## src/design/gng_pkg.sv

```systemverilog
// shared types and constants of the gradient noise generator
`default_nettype none

package gng_pkg;

    typedef enum logic [1:0] {
        MODE_LOAD = 2'd0,
        MODE_1D   = 2'd1,
        MODE_2D   = 2'd2,
        MODE_3D   = 2'd3
    } mode_t;

    localparam int COORD_W   = 32;
    localparam int HASH_W    = 8;
    localparam int OUT_W     = 19;
    localparam int OUT_FRAC  = 16;

    // quintic fade coefficients
    localparam int FADE_A    = 6;
    localparam int FADE_B    = 15;
    localparam int FADE_C    = 10;

    // twelve-direction gradient selection
    localparam int GRAD_U_SPLIT = 8;
    localparam int GRAD_V_SPLIT = 4;
    localparam int GRAD_V_XA    = 12;
    localparam int GRAD_V_XB    = 14;

    localparam int FIFO_DEPTH = 4;

endpackage

`default_nettype wire

```

## src/design/gng_fifo.sv

```systemverilog
// short queue between the front and back ends
`default_nettype none

module gng_fifo #(
    parameter int W = 8
) (
    input  wire logic         clk,
    input  wire logic         rst_n,
    input  wire logic         push_valid,
    output logic              push_ready,
    input  wire logic [W-1:0] push_data,
    output logic              pop_valid,
    input  wire logic         pop_ready,
    output logic [W-1:0]      pop_data
);

    localparam int D  = gng_pkg::FIFO_DEPTH;
    localparam int AW = $clog2(D);

    logic [W-1:0]  mem [D];
    logic [AW-1:0] wr_reg, rd_reg;
    logic [AW:0]   cnt_reg;
    logic          push, pop;

    assign push_ready = (cnt_reg != (AW + 1)'(D));
    assign pop_valid  = (cnt_reg != '0);
    assign pop_data   = mem[rd_reg];
    assign push       = push_valid && push_ready;
    assign pop        = pop_valid && pop_ready;

    always_ff @(posedge clk or negedge rst_n)
    begin
        if (!rst_n)
        begin
            wr_reg  <= '0;
            rd_reg  <= '0;
            cnt_reg <= '0;
        end
        else
        begin
            if (push)
            begin
                wr_reg <= wr_reg + 1'b1;
            end
            if (pop)
            begin
                rd_reg <= rd_reg + 1'b1;
            end
            if (push && !pop)
            begin
                cnt_reg <= cnt_reg + 1'b1;
            end
            else if (pop && !push)
            begin
                cnt_reg <= cnt_reg - 1'b1;
            end
        end
    end

    always_ff @(posedge clk)
    begin
        if (push)
        begin
            mem[wr_reg] <= push_data;
        end
    end

endmodule

`default_nettype wire

```

## config.mk

```make
export PLATFORM = sky130hd
export DESIGN_NAME = gng_fifo
export DESIGN_NICKNAME = d
export VERILOG_FILES = /design/src/design/gng_pkg.sv /design/src/design/gng_fifo.sv
export SDC_FILE = /design/constraint.sdc
export NUM_CORES = 1
export LEC_CHECK = 0
export ABC_AREA = 0
export BUFFER_PORTS_ARGS = -buffer_cell sky130_fd_sc_hd__buf_2
export CAP_MARGIN = 15
export CORE_MARGIN = 2
export CORE_UTILIZATION = 40
export CTS_CLUSTER_SIZE = 10
export DETAILED_ROUTE_END_ITERATION = 10
export PLACE_DENSITY_LB_ADDON = 0.1
export SLEW_MARGIN = 40
export SYNTH_ARGS = -nofsm -noshare
export SYNTH_HDL_FRONTEND = slang
export SYNTH_SLANG_ARGS = --single-unit
```

## constraint.sdc

```tcl
create_clock -name clk -period 3.6 [get_ports clk]
set_clock_uncertainty 0.2 [all_clocks]
set_input_delay 0.36 -clock clk [delete_from_list [all_inputs] [get_ports clk]]
set_output_delay 0.36 -clock clk [all_outputs]
set_load 0.005 [all_outputs]
```

==> metrics.txt, run 1 <==
Post-DP Area 1737 sq um; share of layout cells above drive strength 1 between 30% and 40%; clock slew at reported path FFs 70 ps; HP Class primary input to flip-flop; first-pass GRT wire length 3739 um; sequential-to-total area share from yosys stat 71.72%; Reg area about 1100 sq um; Crit path depth 2; TritonCTS Buffers 5; antenna cells 0; CP peak stage delay approximately 770 ps; worst path cell trace mux4_2 -> buf_2; # resized after CTS 0; Total GRT Usage 12.21%; Finished Layout Cells 153; DPL Wire Length 1563 um; Final GP Congestion just under 0.7; CTS Hold Buffers Added 1; DIE AREA ~4500 sq um; Rel. slew slack 55.63%; post-route cell area 1827 sq um; Yosys warnings 0; Critical-path top delay cell dfrtp_1; final setup violation count 0; period utilization 65.21%; vias in the first global route between 700 and 800; syn_nets 95; RSZ-0062 raised after global routing false; # IOs 22; largest net degree at the start of global routing 12; DRC viols 0; port buffer count 21; Via density 4.660; M1 GR Usage 14.20%; Vias 713; worst hold path cell count 1; GR peak layer met2; Tmin final between 2000 and 2500 ps; Area Overhead vs Synth 15.32%; pre-CTS setup slack approximately 1400 ps; VDD IR-drop max 0.0003152 V; CP Launch Type flip-flop; WHS 88.17 ps; Core Rows 22; clk sinks 39; clock buffer depth 2; Clock Latency Late Sink approximately 280 ps; critical path's top delay family flip-flops; Placed Cells approximately 140; post-CTS setup buffer count 0; Routed WL 2360 um; final worst setup slack 1252 ps; Layout Nets 122; number of max-cap violations 0; initial antenna violation count 0; area of the multi-input gates 424.2 sq um; Leak 0.0006716 uW; WL/cell about 15 um; Buf/Inv on CP 1; fill count 337; max FFs per register 32; Die Ht around 67 um; Die Width 66.93 um; outcome complete, no violations; worst slew pin tran 665.6 ps; First-pass DRT Iterations 2; R2R depth 8; Critical Path RT 3040 ps; post-route setup TNS 0 ps; Final Hold Viols 0; Mapped Cells 77; GR Util met3 4.054%; DR iter-0 viols 22; Synth Register Bits 39; WP data arrival 1790 ps; crit path max fanout 10; grt ovf 0; CTS tree yes; post-route ant nets 0; core area 3744 sq um; Fmax about 430 MHz; power density cells 763.7 nW/um^2; root buf cell clkbuf_8; CP endpoint kind output pin; H-tree levels 2; Mapped Area 1584 sq um; initial core utilization between 40% and 50%; grt met2 use 20.50%; critical path class flip-flop to output pin; Synth cell types 20; Slew Viols, Final 0; synthesized area per cell between 20 and 25 sq um
==> cell families (layout without fill, tap and decap cells) <==
kind of cell | count (synthesis) | count (layout) | share of synthesized area, %
DFF | 39 | 39 | 71.72
muxes | 10 | 10 | 13.03
and+or+nand+nor | 10 | 10 | 4.502
adders and majority gates | 6 | 6 | 5.213
xor gates and xnor gates | 6 | 6 | 3.318
buffers and inverters | 5 | 33 | 1.501
AOI/OAI and AO/OA | 1 | 1 | 0.7108
==> synthesized netlist by cell type <==
library cell	instances	area, sq um
a21boi_2	1	11.26
and2_1	4	25.02
buf_4	1	7.510
clkbuf_2	1	5.000
dfrtp_1	7	175.2
edfxtp_1	32	960.9
fa_1	1	20.02
ha_1	5	62.56
inv_1	3	11.26
mux2_2	1	11.26
mux2_4	1	15.01
mux4_2	8	180.2
nand2_1	1	3.750
nand2_4	1	11.26
nand3_2	1	10.01
nor2_1	1	3.750
nor2_2	1	6.260
or3_4	1	11.26
xnor2_1	4	35.03
xor2_1	2	17.52
==> worst paths after layout <==
path / startpoint / slack [ps] / end
max: rd_reg[0] / 1250 / pop_data[7]
min: push_data[4] / 90 / mem[0][4]
max reg2reg: cnt_reg[0] / 1370 / cnt_reg[2]
min reg2reg: cnt_reg[2] / 350 / cnt_reg[2]
max in group asynchronous: rst_n / 2810 / rd_reg[0]
min in group asynchronous: rst_n / 230 / wr_reg[1]
==> report_power, final <==
| part | total (uW) | internal (uW) | switching, uW |
|---|---|---|---|
| registers | 721 | 612 | 108 |
| logic | 407 | 239 | 168 |
| clock network | 267 | 132 | 135 |
==> layout make-up <==
| class | instances | share of cell area [%] |
|---|---|---|
| flip-flops and latches | 39 | 62.19 |
| multi-input cells | 33 | 23.22 |
| repair buffers | 22 | 6.301 |
| clock buffers | 6 | 3.973 |
| well taps | 48 | 3.288 |
| inverters | 3 | 0.6164 |
| clock inverters | 2 | 0.4110 |
==> layer usage <==
| layer | vias up | wire (um) |
|---|---|---|
| li1 | 347 | - |
| met3 | 4 | 100 |
| met2 | 16 | 1134 |
| met1 | 346 | 1089 |
| met5 | - | 0 |
| met4 | 0 | 36 |
==> placed cells by master (no fill, tap or decap), drive strengths merged <==
cell type    count
clkinv           2
nand2            2
nor2             2
and2             4
inv              3
or3              1
edfxtp          32
mux4             8
clkbuf           6
nand3            1
fa               1
a21boi           1
mux2             2
dfrtp            7
buf             21
ha               5
xor2             2
dlygate4sd3      1
xnor2            4
==> stage by stage <==
stage,power [uW],util [%]
final,1395,48.80
after CTS,1414,48.80
after floorplan,1009,-
after detailed placement,1147,46.39
after global placement,1145,46.39
after global routing,1487,48.80
==> worst register-to-register path: cells and delay by family, from the launching register on <==
family | cells | cell delay, ps
xor gates and xnor gates | 2 | 300
adders and majority gates | 2 | 540
buffers and inverters | 1 | 60
DFF | 1 | 440
and+or+nand+nor | 3 | 620
(Power assumes the default switching activity.)
==> run 2, diff against run 1 <==
==> constraint.sdc (replaced) <==
create_clock -name clk -period 2.05 [get_ports clk]
set_clock_uncertainty 0.2 [all_clocks]
set_input_delay 0.205 -clock clk [delete_from_list [all_inputs] [get_ports clk]]
set_output_delay 0.205 -clock clk [all_outputs]
set_load 0.005 [all_outputs]
==> run 2 against run 1 <==
Core utilization increased by 6.0 points. Clock-buffer cell count decreased by 1. Critical path depth increased by 6. First-iteration DRC count increased by 77%. Routed wire length increased by 0.34%. Clock power increased by 130%. Global-route usage increased by 1.2 points.
==> metrics.txt, run 2 (synthesized netlist as in run 1, its figures left out) <==
outcome complete, no violations; antenna cells 0 (unchanged); first-pass GRT wire length 4146 um (+11%); largest net degree at the start of global routing 13 (+1); post-route ant nets 0 (unchanged); clock buffer depth 2 (unchanged); core area 3744 sq um (unchanged); initial core utilization 42.31% (unchanged); Worst R2R Setup Slack 30 ps (-1340 ps); Die Ht 66.93 um (unchanged); worst path cell trace or3_4 -> nand2_4 -> ha_4 -> inv_2 -> fa_2 -> xor2_1 -> nor2_1 -> xor2_1; Leak 0.0007870 uW (+17%); Fmax 494.1 MHz; Finished Layout Cells 174 (+14%); most used cell, CP xor2_1; commonest non-fill, non-tap cell in the layout edfxtp_1; VDD IR-drop max 0.0006707 V (+110%); Rel. slew slack 72.10% (+16 points); CP endpoint kind flip-flop; First-pass DRT Iterations 2 (unchanged); # resized after CTS 0 (unchanged); power density cells 1348 nW/um^2 (+76%); Placed Cells 155 (+7.6%); RSZ-0062 raised after global routing true; root buf cell clkbuf_8; WP data arrival 2040 ps (+250 ps); Final Hold Viols 0 (unchanged); Tmin final 2024 ps; max FFs per register 32 (unchanged); pre-CTS setup slack 9.353 ps (-1364 ps); WL/cell 13.61 um (-12%); initial antenna violation count 0 (unchanged); port buffer count 21 (unchanged); grt ovf 0 (unchanged); Reg area 1136 sq um (unchanged); WHS 66.63 ps (-21.54 ps); most frequent cells in the layout edfxtp_1, buf_2, buf_4; CP peak stage delay 400 ps (-370 ps); number of max-cap violations 0 (unchanged); DR iter-0 viols 39 (+77%); worst slew pin tran 418.5 ps (-247.1 ps); HP Class primary input to asynchronous set/reset pin; clk sinks 39 (unchanged); # IOs 22 (unchanged); Area Overhead vs Synth 29.62%; share of layout cells above drive strength 1 46.03% (+7.0 points); Layout Nets 143 (+17%); Buf/Inv on CP 1 (unchanged); critical path class flip-flop to flip-flop; Total GRT Usage 13.43% (+1.2 points); Critical-path top delay cell or3_4; Core Rows 22 (unchanged); final worst setup slack 26.17 ps (-1226 ps); DPL Wire Length 1674 um (+7.1%); DIE AREA 4480 sq um (unchanged); DRC viols 0 (unchanged); clock slew at reported path FFs 70 ps (about the same); Critical Path RT 2070 ps (-970 ps); TritonCTS Buffers 5 (unchanged); Slew Viols, Final 0 (unchanged); H-tree levels 2 (unchanged); vias in the first global route 881 (+20%); critical path's top delay family simple AND/OR/NAND/NOR gates; Final GP Congestion 0.6659 (-1.6%); CP Launch Type flip-flop; Vias 792 (+11%); Via density 4.552 (-2.3%); final setup violation count 0 (unchanged); CTS tree yes; area of the multi-input gates 442.9 sq um (+4.4%); fill count 345 (+2.4%); crit path max fanout 2 (-8); Routed WL 2368 um (+0.34%); Die Width 66.93 um (unchanged); Clock Latency Late Sink 290 ps (about the same); period utilization a little over nine tenths
run 2: area by class of cell:
type                       instances  share of cell area (%)
inverter                           3                  0.5484
multi-input combinational         33                   21.57
clock inverter                     3                   1.889
tap                               48                   2.925
clock buffer                       5                   3.352
sequential                        39                   55.33
timing repair buffer              43                   14.38
run 2: routing by layer:
layer	track usage [%]	routed length (um)
met1	15.26	981
met2	22.75	1243
met3	5.574	110
met4	4.592	33
met5	0	0
run 2: worst paths after layout:
check / cells past startpoint / end / from
setup / recovery: 8 / cnt_reg[2] / cnt_reg[0]
hold / removal: 2 / wr_reg[1] / rst_n
setup reg to reg: 8 / cnt_reg[2] / cnt_reg[0]
hold reg to reg: 1 / wr_reg[1] / wr_reg[1]
max in group asynchronous: 2 / cnt_reg[0] / rst_n
min in group clk: 4 / cnt_reg[0] / push_valid
run 2: metrics by stage:
step           TNS, ps  total power, uW  cell area [sq um]  util [%]
3_3_place_gp         0             2177               1838     49.10
2_1_floorplan   -59.41             1808               1603         -
5_1_grt         -70.40             2972               2053     54.85
4_1_cts              0             2811               2046     54.65
6_report             0             2767               2053     54.85
3_5_place_dp         0             2183               1838     49.10
run 2: repair_timing:
item / in CTS / in global routing
hold buffers: 10 / 0
pin swaps: 1 / 0
endpoints found under the setup margin: 1 / 2
endpoints found under the hold margin: 40 / 0
setup buffers: 0 / 1
run 2: worst register-to-register path: cells and delay by family, from the launching register on:
family,cells,cell delay [ps]
and+or+nand+nor,3,590
adders and majority gates,2,460
DFF,1,380
xor gates and xnor gates,2,280
buffers and inverters,1,40
run 2: report_power, final:
| part | internal (uW) | switching [uW] |
|---|---|---|
| sequential | 1070 | 103 |
| combinational | 574 | 406 |
| clock | 356 | 254 |
| total | 2000 | 763 |
